[config.mk]
export PLATFORM = sky130hd
export DESIGN_NAME = mypm_divider
export DESIGN_NICKNAME = d
export VERILOG_FILES = /design/src/rtl/mecanum_yaw_pid_mixer_macros.svh /design/src/rtl/mypm_pkg.sv /design/src/rtl/mypm_divider.sv
export SDC_FILE = /design/constraint.sdc
export NUM_CORES = 1
export LEC_CHECK = 0
export BUFFER_PORTS_ARGS = -buffer_cell sky130_fd_sc_hd__buf_2
export CAP_MARGIN = 30
export CORE_UTILIZATION = 61
export CTS_CLUSTER_SIZE = 12
export DETAILED_ROUTE_END_ITERATION = 6
export PLACE_DENSITY_LB_ADDON = 0.12
export SYNTH_ARGS = -nofsm -noshare
export SYNTH_HDL_FRONTEND = slang
export SYNTH_SLANG_ARGS = --single-unit
[constraint.sdc]
create_clock -name clock -period 6.2 [get_ports clock]
set_input_delay 0.93 -clock clock [delete_from_list [all_inputs] [get_ports clock]]
set_output_delay 0.93 -clock clock [all_outputs]
set_load 0.005 [all_outputs]
[src/rtl/mecanum_yaw_pid_mixer_macros.svh]
// Assertion macros for the mecanum yaw PID mixer.
// Included by the RTL files that carry concurrent assertions.
`ifndef MECANUM_YAW_PID_MIXER_MACROS_SVH
`define MECANUM_YAW_PID_MIXER_MACROS_SVH
`ifndef SYNTHESIS
`define MYPM_ASSERT_IMP(label, clk, rst, ante, cons) \
   label: assert property (@(posedge clk) disable iff (rst) (ante) |-> (cons)) \
      else $error("assertion failed");
`define MYPM_ASSERT_NXT(label, clk, rst, ante, cons) \
   label: assert property (@(posedge clk) disable iff (rst) (ante) |=> (cons)) \
      else $error("assertion failed");
`else
`define MYPM_ASSERT_IMP(label, clk, rst, ante, cons)
`define MYPM_ASSERT_NXT(label, clk, rst, ante, cons)
`endif
`endif

[src/rtl/mypm_pkg.sv]
// Shared types and constants for the mecanum yaw PID mixer.
// No dependencies.
package mypm_pkg;
   localparam int CSR_IDX_W = 3;
   localparam logic [CSR_IDX_W-1:0] REG_KP    = 3'd0;
   localparam logic [CSR_IDX_W-1:0] REG_KI    = 3'd1;
   localparam logic [CSR_IDX_W-1:0] REG_KD    = 3'd2;
   localparam logic [CSR_IDX_W-1:0] REG_LIMIT = 3'd3;
   localparam logic [CSR_IDX_W-1:0] REG_BIAS  = 3'd4;
   localparam logic [CSR_IDX_W-1:0] REG_GAIN  = 3'd5;
   localparam logic [CSR_IDX_W-1:0] REG_CAP   = 3'd6;
   localparam int DIV_W = 16;

   // divider handshake between sequencer and divider
   typedef struct packed {
      logic             start;
      logic [DIV_W-1:0] dividend;
      logic [DIV_W-1:0] divisor;
   } div_req_type;

   typedef struct packed {
      logic             done;
      logic [DIV_W-1:0] quotient;
   } div_rsp_type;
endpackage

[src/rtl/mypm_divider.sv]
// Restoring serial divider, one quotient bit per cycle, unsigned.
// Depends on mypm_pkg.
module mypm_divider
   import mypm_pkg::*;
(
   input  logic        clock,
   input  logic        reset,
   input  div_req_type div_req,
   output div_rsp_type div_rsp
);
   logic [DIV_W-1:0] rem_ff, rem_in, quo_ff, quo_in, den_ff, den_in;
   logic [4:0]       cnt_ff, cnt_in;
   logic             busy_ff, busy_in, done_ff, done_in;
   logic [DIV_W:0]   trial;

   always_comb begin
      rem_in = rem_ff; quo_in = quo_ff; den_in = den_ff;
      cnt_in = cnt_ff; busy_in = busy_ff; done_in = 1'b0;
      trial  = {rem_ff, quo_ff[DIV_W-1]};
      if (div_req.start) begin
         rem_in = '0; quo_in = div_req.dividend; den_in = div_req.divisor;
         cnt_in = 5'(DIV_W); busy_in = 1'b1;
      end else if (busy_ff) begin
         // shift in next dividend bit, subtract when it fits
         if (trial >= {1'b0, den_ff}) begin
            rem_in = DIV_W'(trial - {1'b0, den_ff});
            quo_in = {quo_ff[DIV_W-2:0], 1'b1};
         end else begin
            rem_in = trial[DIV_W-1:0];
            quo_in = {quo_ff[DIV_W-2:0], 1'b0};
         end
         cnt_in = cnt_ff - 5'd1;
         if (cnt_ff == 5'd1) begin
            busy_in = 1'b0; done_in = 1'b1;
         end
      end
   end

   always_ff @(posedge clock) begin
      rem_ff <= rem_in; quo_ff <= quo_in; den_ff <= den_in;
      if (reset) begin
         cnt_ff <= '0; busy_ff <= 1'b0; done_ff <= 1'b0;
      end else begin
         cnt_ff <= cnt_in; busy_ff <= busy_in; done_ff <= done_in;
      end
   end

   assign div_rsp.done     = done_ff;
   assign div_rsp.quotient = quo_ff;
endmodule
## After elaboration in Yosys (flattened, before gate mapping)

Cells that the tools add are included.

- Register bits: 55
- Output and inout bits: 17
- Word-level logic and storage cells: 25

- Add/sub/neg operators: 2
- Order comparisons: 1
- Eq/ne operators: 1
- Multiplexer cells: 10
- Bitwise logic cells: 1
- Reductions and logical operators: 3

Operator list:

| kind | count |
|---|---|
| $mux 16 | 3 |
| $ge 17x16->1 | 1 |
| $sub 16x16->16 | 1 |
| $mux 5 | 2 |
| $eq 5x1->1 const B | 1 |
| $mux 1 | 5 |
| $sub 5x1->5 const B | 1 |
| $reduce_or 3->1 | 1 |
| $reduce_bool 2->1 | 1 |
| $reduce_or 2->1 | 1 |
| $not 1->1 | 1 |

## Depth between registers and ports, before layout

Gate-level depths: netlist (run 1).

- Depth after elaboration: 4
- Mapped depth: 11
- Gate-level depth less buffers: 10

## Worst setup path after synthesis (run 1)

No wires, ideal clock.

- Path type: register to register
- From: reg den_ff[6]
- To: reg quo_ff[0], data pin
- Library setup time: 0.270 ns
- Arrival time: 2.012 ns
- Data required time: 5.930 ns
- Setup slack: 3.917 ns
- Cell stages (with the launch flop): 11
- Buffers on the path: 2
- Cells stage by stage: edfxtp_1 > inv_1 > ha_1 > buf_6 > a21oi_4 > nand3_2 > a31oi_4 > a21oi_2 > a211oi_4 > buf_2 > mux2i_1

- Longest elaborated chain between the ends: 4

Ends and longest elaborated chain:

| item | RTL line | text |
|---|---|---|
| from (decl) | mypm_divider.sv:11 | `logic [DIV_W-1:0] rem_ff, rem_in, quo_ff, quo_in, den_ff, den_in;` |
| from (signal assigned) | mypm_divider.sv:40 | `rem_ff <= rem_in; quo_ff <= quo_in; den_ff <= den_in;` |
| $ge 17x16->1 | mypm_divider.sv:25 | `if (trial >= {1'b0, den_ff}) begin` |
| $mux 1 | mypm_divider.sv:25 |  |
| $mux 16 | mypm_divider.sv:23 | `end else if (busy_ff) begin` |
| $mux 16 | mypm_divider.sv:20 | `if (div_req.start) begin` |
| named net quo_in[0] | mypm_divider.sv:11 |  |
| to (signal assigned) | mypm_divider.sv:40 |  |
| to (decl) | mypm_divider.sv:11 |  |

The timed path passes the listed nets, and every way through them passes these cells. The select of a mux whose other input is x is not followed.
A chain may end at the register's enable or synchronous reset.

## Final worst setup path (run 1)

- From: reg den_ff[2]
- To: reg rem_ff[3]

- Longest elaborated chain between the ends: 2
- Elaborated cells on any way between the ends: 3
- Those cells by class: 1 x add/sub; 1 x order compare; 1 x mux

Ends and longest elaborated chain:

| item | RTL line |
|---|---|
| $sub 16x16->16 or $ge 17x16->1 (tied branches) | mypm_divider.sv:26, mypm_divider.sv:25 |
| $mux 16 * | mypm_divider.sv:25 |
| to (signal assigned) | mypm_divider.sv:40 |
| to (decl) | mypm_divider.sv:11 |

Every way passes the cells marked *; elsewhere a longest branch is shown, timed or not.

==> reports/qor.yml, run 1 <==
status: "complete, no violations"
rsz0062_at_grt: "no"
r2r-start: "den_ff[2]"
yosys.area.top_type_share_pct: 31.1
cts_resized: 0
wl_met2_um: 2900
min_period_ns: 2.73
setup_ws_ns: 3.47
cts_setup_buffers: 0
skew_ns: 0.0107
finalCritPeriodShare_pct: 44.0
vias: 2273
synth.most_common_cell: "edfxtp_1"
power_density_mw_per_mm2: 240
rrSetupSlack_ns: 3.47
die_y_um: 73.1
drv_slew: 0
drive_gt1_share_pct: 25.1
ant_nets: 0
area_delta_synth_final_pct: 12.2
viasPerCell: 5.67
synth-seq-cells: 55
yosys.cell_types.count: 53
cts_buffers: 5
antenna_found_initial: 0
synth.net_count: 345
synth_common_cells: "edfxtp_1 (32), dfxtp_1 (23), inv_1 (22), nor2_1 (22), nand2_1 (20)"
synth_top_area_cell: "edfxtp_1"
drt-initial-drc-count: 200
grt_overflow: 0
crit_required_ns: 6.36
yosys-top-cells-area: "edfxtp_1 (31%), dfxtp_1 (15%), ha_1 (7.3%), mux2_2 (5.5%), mux2i_1 (2.9%)"
firstDrtPassIters: 4
fmax_ghz: 0.366
grt_max_degree: 50
p_leak_nw: 1.54
synthArstFlopShare_pct: 0
critical_path_arrival_ns: 2.89
wl_met3_um: 213
clkSinkCount: 55
synth_ff_type: "edfxtp_1"
rows: 25
critPathLaunchType: "flop"
worstMarginPinSlew_ns: 0.860
cap_violations: 0
final-instance-count-excl-fill: 401
clock_latency_ns: 0.31
dpl.hpwl_um: 4310
htreeDepth: 2
yosysWarnings: 0
max-vdd-ir-drop_mv: 0.138
cts_hold_buffers: 0
dp_slack_ns: 3.25
die_w_um: 73.1
dp_cells: 393
top_layer: "met4"
finalHoldViolCount: 0
gp_congestion: 0.867
clock-root-buffer: "clkbuf_8"
syn_inst: 291
setup_tns_ns: 0
design.core.area_mm2: 0.00479
critPathCaptureType: "flop"
max_slew_margin_pct: 42.6
clk_pin_slew_ns: 0.10
port_buffers: 51
synth_edf_count: 32
grt_pass1_vias: 2169
avgRoutedWirePerCell_um: 15.2
setup_violations: 0
worstSetupStartpoint: "den_ff[2]"
hp-start: "rem_ff[15]"
cp_max_fo: 16
min_path_type: "flop to flop"
syn_area_mm2: 0.00309
antenna_cells: 0
start_util_pct: 64.5
synth.avg_cell_area_um2: 10.6
drcViolationCount: 0
clock_path_buffers: 2
pin_count: 52
routed_wl_um: 6080
ys_seq_area_share_pct: 46.0
utilization_pct: 72.4
cts_tree: "yes"
fin_nets: 387
path_class: "flop to flop"
die_area_mm2: 0.00535
wl_met1_um: 2890
grt_use_total_pct: 24.5
grt_pass1_wl_um: 9950
-- registers in the layout, indices dropped and copies added (netlist names) --
register,cells
den_ff,16
rem_ff,16
done_ff,1
busy_ff,1
quo_ff,16
cnt_ff,5
-- through the flow --
stage               instance area, um2  power [mW]  hold WS, ns
finish                            3460       0.832        0.491
global route                      3460       0.868        0.526
CTS                               3460       0.837        0.488
detailed placement                3360       0.603        0.474
global placement                  3340       0.599        0.459
floorplan                         3090       0.555        0.442
-- per-layer routing --
layer,vias to the layer above,global-route usage [%]
li1,1140,-
met1,1075,33.2
met2,49,40.1
met3,9,4.83
met4,0,6.54
met5,-,0
-- worst max-delay path, stage by stage, from the launching register on --
cell	delay (ns)
edfxtp_1	0.38
inv_1	0.06
ha_1	0.26
a21oi_1	0.16
o21ai_1	0.17
a31oi_4	0.29
a21oi_2	0.12
a211oi_4	0.58
buf_8	0.25
mux2i_1	0.21
a211oi_1	0.09
-- final cells by class --
cell class / count / area, um2
clock buffers: 6 / 72.6
clock inverters: 2 / 36.3
fillers: 355 / 1320
inverters: 22 / 82.6
multi-input cells: 196 / 1490
flip-flops and latches: 55 / 1420
well taps: 67 / 83.8
repair buffers: 53 / 278
-- where the power goes --
group | switching, mW | leakage, nW | internal [mW]
logic | 0.0897 | 0.976 | 0.0737
registers | 0.0178 | 0.506 | 0.417
clock network | 0.113 | 0.0557 | 0.121
total | 0.221 | 1.54 | 0.612
-- layout by cell type, fill, tap and decap left out, types with 3 or more instances in the layout --
cell and count:
buf_2 51, edfxtp_1 32, dfxtp_1 23, inv_1 22
nor2_1 22, nand2_1 20, ha_1 18, mux2_2 15
a21oi_1 10, nand3_1 9, mux2i_1 9, xnor2_1 9
a21o_1 6, xor2_1 6, nor3_1 5, o21ai_0 5
o311ai_0 5, a211oi_1 5, clkbuf_8 5, o21ai_1 3
nand4_1 3, a211o_1 3, nand2b_1 3, nor2b_1 3
nor4b_1 3
-- cell families (layout without fill, tap and decap cells) --
group,after synthesis,in the layout,share of synthesized area [%]
xor gates and xnor gates,15,15,4.26
buffers and inverters,40,83,5.67
DFF,55,55,46.0
muxes,24,24,8.39
and+or+nand+nor,78,78,12.6
adders and majority gates,19,19,7.95
AOI/OAI and AO/OA,60,60,15.1
-- path summary, 6_finish.rpt --
kind | depth (start not counted) | end
hold reg to reg | 2 | rem_ff[15]
hold / removal | 2 | rem_ff[15]
setup reg to reg | 10 | rem_ff[3]
setup / recovery | 10 | rem_ff[3]
(Power assumes the default switching activity.)
==> run 2, diff against run 1 <==
--- a/config.mk
+++ b/config.mk
@@ -7,7 +7,7 @@
 export LEC_CHECK = 0
 export BUFFER_PORTS_ARGS = -buffer_cell sky130_fd_sc_hd__buf_2
 export CAP_MARGIN = 30
-export CORE_UTILIZATION = 61
+export CORE_UTILIZATION = 56
 export CTS_CLUSTER_SIZE = 12
 export DETAILED_ROUTE_END_ITERATION = 6
 export PLACE_DENSITY_LB_ADDON = 0.12
==> constraint.sdc (replaced) <==
create_clock -name clock -period 2.7 [get_ports clock]
set_input_delay 0.405 -clock clock [delete_from_list [all_inputs] [get_ports clock]]
set_output_delay 0.405 -clock clock [all_outputs]
set_load 0.005 [all_outputs]
==> run 2 against run 1 <==
  * Combinational power increased by 140%
  * Core utilization decreased by 5.1 points
  * Register-to-register slack got worse by 3.3 ns
  * Clock skew decreased by 0.0048 ns
  * Critical endpoint is now rem_ff[12]
  * Largest cell class unchanged
  * Largest power group unchanged
==> reports/qor.yml, run 2 (synthesis gave the netlist of run 1 again) <==
status: "complete, no violations"  # unchanged
seq_power_share_pct: 52.2  # about the same
clock-root-buffer: "clkbuf_8"  # unchanged
final-instance-count-excl-fill: 409  # was 401
max_slew_margin_pct: 53.8  # was 42.6%
p_leak_nw: 1.56  # was 1.54 nW
critPathLaunchType: "flop"  # unchanged
rrSetupSlack_ns: 0.18  # was 3.47 ns
finalHoldViolCount: 0  # unchanged
port_buffers: 51  # unchanged
final_common_cell: "buf_2"  # unchanged
p_int_mw: 1.39  # was 612 uW
grt_max_degree: 30  # was 50
clock_latency_ns: 0.30  # was 0.31 ns
firstDrtPassIters: 5  # was 4
fmax_ghz: 0.396  # was 0.366 GHz
fin_hold_ws_ns: 0.268  # was 0.491 ns
min_period_ns: 2.52  # was 2.73 ns
final_cell_mix: "buf_2 (51), edfxtp_1 (32), dfxtp_1 (23)"  # unchanged
ant_nets: 0  # unchanged
worstRegToRegCells: 10  # unchanged
cts_setup_buffers: 0  # unchanged
critical_path_arrival_ns: 2.74  # was 2.89 ns
fin_nets: 392  # was 387
skew_ns: 0.00583  # was 0.0107 ns
rows: 26  # was 25
cp_max_fo: 3  # was 16
switching_power_uw: 509  # was 221 uW
dp_cells: 401  # was 393
path_class: "flop to flop"  # unchanged
largest_registers: "den_ff (16), quo_ff (16), rem_ff (16)"  # unchanged
drv_slew: 0  # unchanged
clkSinkCount: 55  # unchanged
area_delta_synth_final_pct: 13.5  # was 12.2%
dpl.hpwl_um: 4340  # was 4310 um
r2r-start: "quo_ff[15]"  # was den_ff[2]
start_util_pct: 59.3  # was 64.5%
setup_tns_ns: 0  # unchanged
crit_required_ns: 2.92  # was 6.36 ns
grt_overflow: 0  # unchanged
nFillCells: 425  # was 355
drive_gt1_share_pct: 26.5  # was 25.1%
design.core.area_mm2: 0.00520  # was 0.00479 mm2
multi_input_area_mm2: 0.00149  # unchanged
worstSetupStartpoint: "quo_ff[15]"  # was den_ff[2]
die_w_um: 76.2  # was 73.1 um
rsz0062_at_grt: "no"  # unchanged
pin_count: 52  # unchanged
avgRoutedWirePerCell_um: 15.2  # about the same
drcViolationCount: 0  # unchanged
cts_buffers: 5  # unchanged
finalCritPeriodShare_pct: 93.4  # was 44.0%
grt_pass1_vias: 2213  # was 2,169
clock_path_buffers: 2  # unchanged
cts_resized: 0  # unchanged
min_path_type: "primary input to flop"  # was flop to flop
antenna_cells: 0  # unchanged
antenna_found_initial: 0  # unchanged
clockPowerShare_pct: 27.6  # was 28.1%
routed_wl_um: 6220  # was 6080 um
cts_tree: "yes"  # unchanged
die_area_mm2: 0.00581  # was 0.00535 mm2
power_density_mw_per_mm2: 543  # was 240 mW/mm2
drt-initial-drc-count: 173  # was 200
grt_use_total_pct: 23.2  # was 24.5%
die_y_um: 76.2  # was 73.1 um
viasPerCell: 5.67  # about the same
swShare_pct: 26.7  # was 26.5%
worstMarginPinSlew_ns: 0.691  # was 0.860 ns
vias: 2317  # was 2,273
regToRegEndpoint: "rem_ff[12]"  # was rem_ff[3]
worstHoldPathCells: 1  # was 2
grt_pass1_wl_um: 10700  # was 9950 um
cts_hold_buffers: 0  # unchanged
combPwrFrac_pct: 20.2  # was 19.6%
hp-start: "div_req[2]"  # was rem_ff[15]
htreeDepth: 2  # unchanged
cap_violations: 0  # unchanged
max-vdd-ir-drop_mv: 0.377  # was 0.138 mV
critPathCaptureType: "flop"  # unchanged
whs_endpoint: "den_ff[2]"  # was rem_ff[15]
clk_pin_slew_ns: 0.10  # about the same
area.sequential_mm2: 0.00142  # unchanged
setup_violations: 0  # unchanged
gp_congestion: 0.885  # was 0.867
[run 2: layer usage]
metal	GRT usage (%)	share of wire (%)
met5	0	0
met4	5.77	0.90
met3	3.83	5.5
met2	35.8	45
met1	34.0	48
[run 2: metrics by stage]
stage          area [um2]  util [%]  total power [mW]  setup WS, ns
6_report             3500      67.3              1.90         0.178
5_1_grt              3500      67.3              1.99        0.0521
4_1_cts              3500      67.3              1.91         0.188
3_5_place_dp         3390      65.1              1.39         0.290
3_3_place_gp         3390      65.1              1.38         0.345
2_1_floorplan        3090         -              1.27         0.417
[run 2: area by class of cell]
| class | count | area share (%) |
|---|---|---|
| Clock buffer | 7 | 3.07 |
| Tap cell | 70 | 2.50 |
| Clock inverter | 1 | 0.143 |
| Multi-Input combinational cell | 196 | 42.6 |
| Inverter | 22 | 2.36 |
| Sequential cell | 55 | 40.6 |
| Timing Repair Buffer | 58 | 8.79 |
[run 2: how the worst max path moves through the flow]
stage                 endpoint  slack, ns  cells after the start
CTS                 rem_ff[12]       0.19                     10
detailed placement   rem_ff[0]       0.29                     10
finish              rem_ff[12]       0.18                     10
floorplan            quo_ff[0]       0.42                     10
global route         rem_ff[8]       0.05                      9
global placement    rem_ff[12]       0.34                     10
[run 2: critical path, stage by stage, from the launching register on]
cell      delay, ns
edfxtp_1       0.43
inv_1          0.08
ha_1           0.20
fa_1           0.24
nor2b_1        0.09
o31a_1         0.28
or2_2          0.31
a211o_1        0.31
a31oi_1        0.21
xor2_1         0.09
o31ai_1        0.20
[run 2: power by group through the flow]
stage | combinational, mW | clock [mW] | sequential, mW
floorplan | 0.269 | 0 | 1.01
global placement | 0.369 | 0 | 1.01
detailed placement | 0.377 | 0 | 1.01
CTS | 0.383 | 0.530 | 0.994
global route | 0.426 | 0.565 | 1.00
finish | 0.385 | 0.525 | 0.993
==> run 3, diff against run 2 <==
--- a/config.mk
+++ b/config.mk
@@ -11,6 +11,7 @@
 export CTS_CLUSTER_SIZE = 12
 export DETAILED_ROUTE_END_ITERATION = 6
 export PLACE_DENSITY_LB_ADDON = 0.12
+export SETUP_SLACK_MARGIN = 0.5
 export SYNTH_ARGS = -nofsm -noshare
 export SYNTH_HDL_FRONTEND = slang
 export SYNTH_SLANG_ARGS = --single-unit
==> run 3 against run 2 <==
  * Sequential share of layout area down 6.0 points
  * Combinational power up 44%
  * Critical path type unchanged
  * Clock skew up 0.0068 ns
  * Critical endpoint is now rem_ff[5]
  * Sequential power about the same
  * Worst setup slack better by 0.17 ns
  * Highest routed layer unchanged
  * Largest power group unchanged
  * Maximum frequency up 7.1%
  * Clock power down 6.9%
  * Non-clock buffer count up 26
==> reports/qor.yml, run 3 (synthesis gave the netlist of run 1 again) <==
utilization_pct: 79.0  # was 67.3%
vias: 2646  # was 2,317
nFillCells: 304  # was 425
max_slew_margin_pct: 41.1  # was 53.8%
setup_tns_ns: 0  # unchanged
critPathLaunchType: "flop"  # unchanged
postPlaceCellArea_mm2: 0.00339  # about the same
final_cell_mix: "buf_2 (51), edfxtp_1 (32), buf_4 (26)"  # was buf_2 (51), edfxtp_1 (32), dfxtp_1 (23)
clock_path_buffers: 2  # unchanged
regToRegEndpoint: "rem_ff[5]"  # was rem_ff[12]
critical_path_arrival_ns: 2.53  # was 2.74 ns
worstRegToRegCells: 11  # was 10
worstMarginPinSlew_ns: 0.880  # was 0.691 ns
die_w_um: 76.2  # unchanged
grt_max_degree: 33  # was 30
worstHoldPathCells: 1  # unchanged
pin_count: 52  # unchanged
grt_pass1_vias: 2598  # was 2,213
start_util_pct: 59.3  # unchanged
cap_violations: 0  # unchanged
seq_power_share_pct: 49.0  # was 52.2%
clk_pin_slew_ns: 0.10  # about the same
status: "complete, no violations"  # unchanged
cts_buffers: 5  # unchanged
max-vdd-ir-drop_mv: 0.457  # was 0.377 mV
port_buffers: 51  # unchanged
dpl.hpwl_um: 4410  # was 4340 um
antenna_found_initial: 0  # unchanged
whs_endpoint: "den_ff[0]"  # was den_ff[2]
clkSinkCount: 55  # unchanged
switching_power_uw: 605  # was 509 uW
largest_registers: "den_ff (16), quo_ff (16), rem_ff (16)"  # unchanged
final_common_cell: "buf_2"  # unchanged
routed_wl_um: 8100  # was 6220 um
finalHoldViolCount: 0  # unchanged
rrSetupSlack_ns: 0.35  # was 0.18 ns
ant_nets: 0  # unchanged
wl_met2_um: 3920  # was 2820 um
drive_gt1_share_pct: 45.5  # was 26.5%
grt_overflow: 0  # unchanged
r2r-start: "den_ff[10]"  # was quo_ff[15]
gp_congestion: 0.889  # was 0.885
avgRoutedWirePerCell_um: 18.6  # was 15.2 um
clockPowerShare_pct: 23.9  # was 27.6%
area_delta_synth_final_pct: 33.2  # was 13.5%
path_class: "flop to flop"  # unchanged
design.core.area_mm2: 0.00520  # unchanged
swShare_pct: 29.6  # was 26.7%
combPwrFrac_pct: 27.1  # was 20.2%
drt-initial-drc-count: 277  # was 173
power_density_mw_per_mm2: 497  # was 543 mW/mm2
clock_latency_ns: 0.31  # was 0.30 ns
min_path_type: "primary input to flop"  # unchanged
min_period_ns: 2.35  # was 2.52 ns
hp-start: "div_req[0]"  # was div_req[2]
htreeDepth: 2  # unchanged
viasPerCell: 6.08  # was 5.67
antenna_cells: 0  # unchanged
crit_required_ns: 2.88  # was 2.92 ns
die_y_um: 76.2  # unchanged
clock-root-buffer: "clkbuf_8"  # unchanged
setup_violations: 0  # unchanged
cp_max_fo: 7  # was 3
fin_nets: 418  # was 392
die_area_mm2: 0.00581  # unchanged
finalCritPeriodShare_pct: 87.2  # was 93.4%
drcViolationCount: 0  # unchanged
fmax_ghz: 0.425  # was 0.396 GHz
grt_pass1_wl_um: 12500  # was 10,700 um
critPathCaptureType: "flop"  # unchanged
wl_met3_um: 672  # was 341 um
drv_slew: 0  # unchanged
grt_use_total_pct: 27.4  # was 23.2%
rows: 26  # unchanged
stdcell_area_mm2: 0.00411  # was 0.00350 mm2
skew_ns: 0.0126  # was 0.00583 ns
p_int_mw: 1.44  # was 1.39 mW
p_leak_nw: 1.72  # was 1.56 nW
fin_hold_ws_ns: 0.258  # was 0.268 ns
wl_met1_um: 3290  # was 3000 um
top_layer: "met4"  # unchanged
cts_tree: "yes"  # unchanged
firstDrtPassIters: 5  # unchanged
rsz0062_at_grt: "yes"  # was no
==> run 3: timing repair <==
| item | 4_1_cts | 5_1_grt |
|---|---|---|
| endpoints found under the setup margin | 17 | 17 |
| pin swaps | 23 | 18 |
| buffers inserted | 16 | 9 |
| gates cloned | 3 | 0 |
| resized for setup | 52 | 25 |
| hold buffers | 0 | 0 |
==> run 3: cell type report <==
type / count / area (um2) / area share (%)
Sequential cell: 55 / 1420 / 34.6
Tap cell: 70 / 87.6 / 2.13
Clock inverter: 1 / 8.76 / 0.213
Multi-Input combinational cell: 196 / 1830 / 44.4
Inverter: 22 / 82.6 / 2.01
Clock buffer: 7 / 86.3 / 2.10
Timing Repair Buffer: 84 / 596 / 14.5
==> run 3: critical path, cell delays in order (launching register included) <==
cell and delay (ns):
edfxtp_1 0.41, inv_2 0.10, ha_4 0.23, a21oi_4 0.17, o31ai_2 0.09, a31oi_2 0.25
a21oi_4 0.07, a211oi_4 0.27, buf_4 0.17, buf_12 0.14, mux2i_4 0.22, o21ai_1 0.10
==> run 3: power groups by stage <==
stage | registers, mW | logic, mW | clock network (mW)
after global routing | 1.01 | 0.591 | 0.526
after floorplan | 1.01 | 0.269 | 0
after detailed placement | 1.01 | 0.380 | 0
final | 1.00 | 0.555 | 0.489
after CTS | 0.998 | 0.475 | 0.489
after global placement | 1.01 | 0.371 | 0
==> run 3: routing by layer <==
metal | global-route usage (%) | up-vias
met3 | 7.54 | 31
met5 | 0 | -
met4 | 12.9 | 0
met2 | 45.3 | 142
li1 | - | 1207
met1 | 32.9 | 1266
==> run 3: worst max-delay path by stage <==
stage	start	to	cells past startpoint	slack, ns
floorplan	den_ff[5]	rem_ff[2]	11	0.47
global placement	den_ff[1]	rem_ff[8]	10	0.28
detailed placement	den_ff[2]	rem_ff[0]	10	0.21
CTS	quo_ff[15]	rem_ff[12]	10	0.39
global route	quo_ff[15]	rem_ff[12]	10	0.26
finish	den_ff[10]	rem_ff[5]	11	0.35
==> run 3: per-stage QoR <==
step | worst slack, ns | std cells | total power, mW
after CTS | 0.385 | 426 | 1.96
after floorplan | 0.469 | 291 | 1.27
after detailed placement | 0.208 | 399 | 1.39
final | 0.345 | 435 | 2.04
after global placement | 0.279 | 399 | 1.38
after global routing | 0.262 | 435 | 2.13
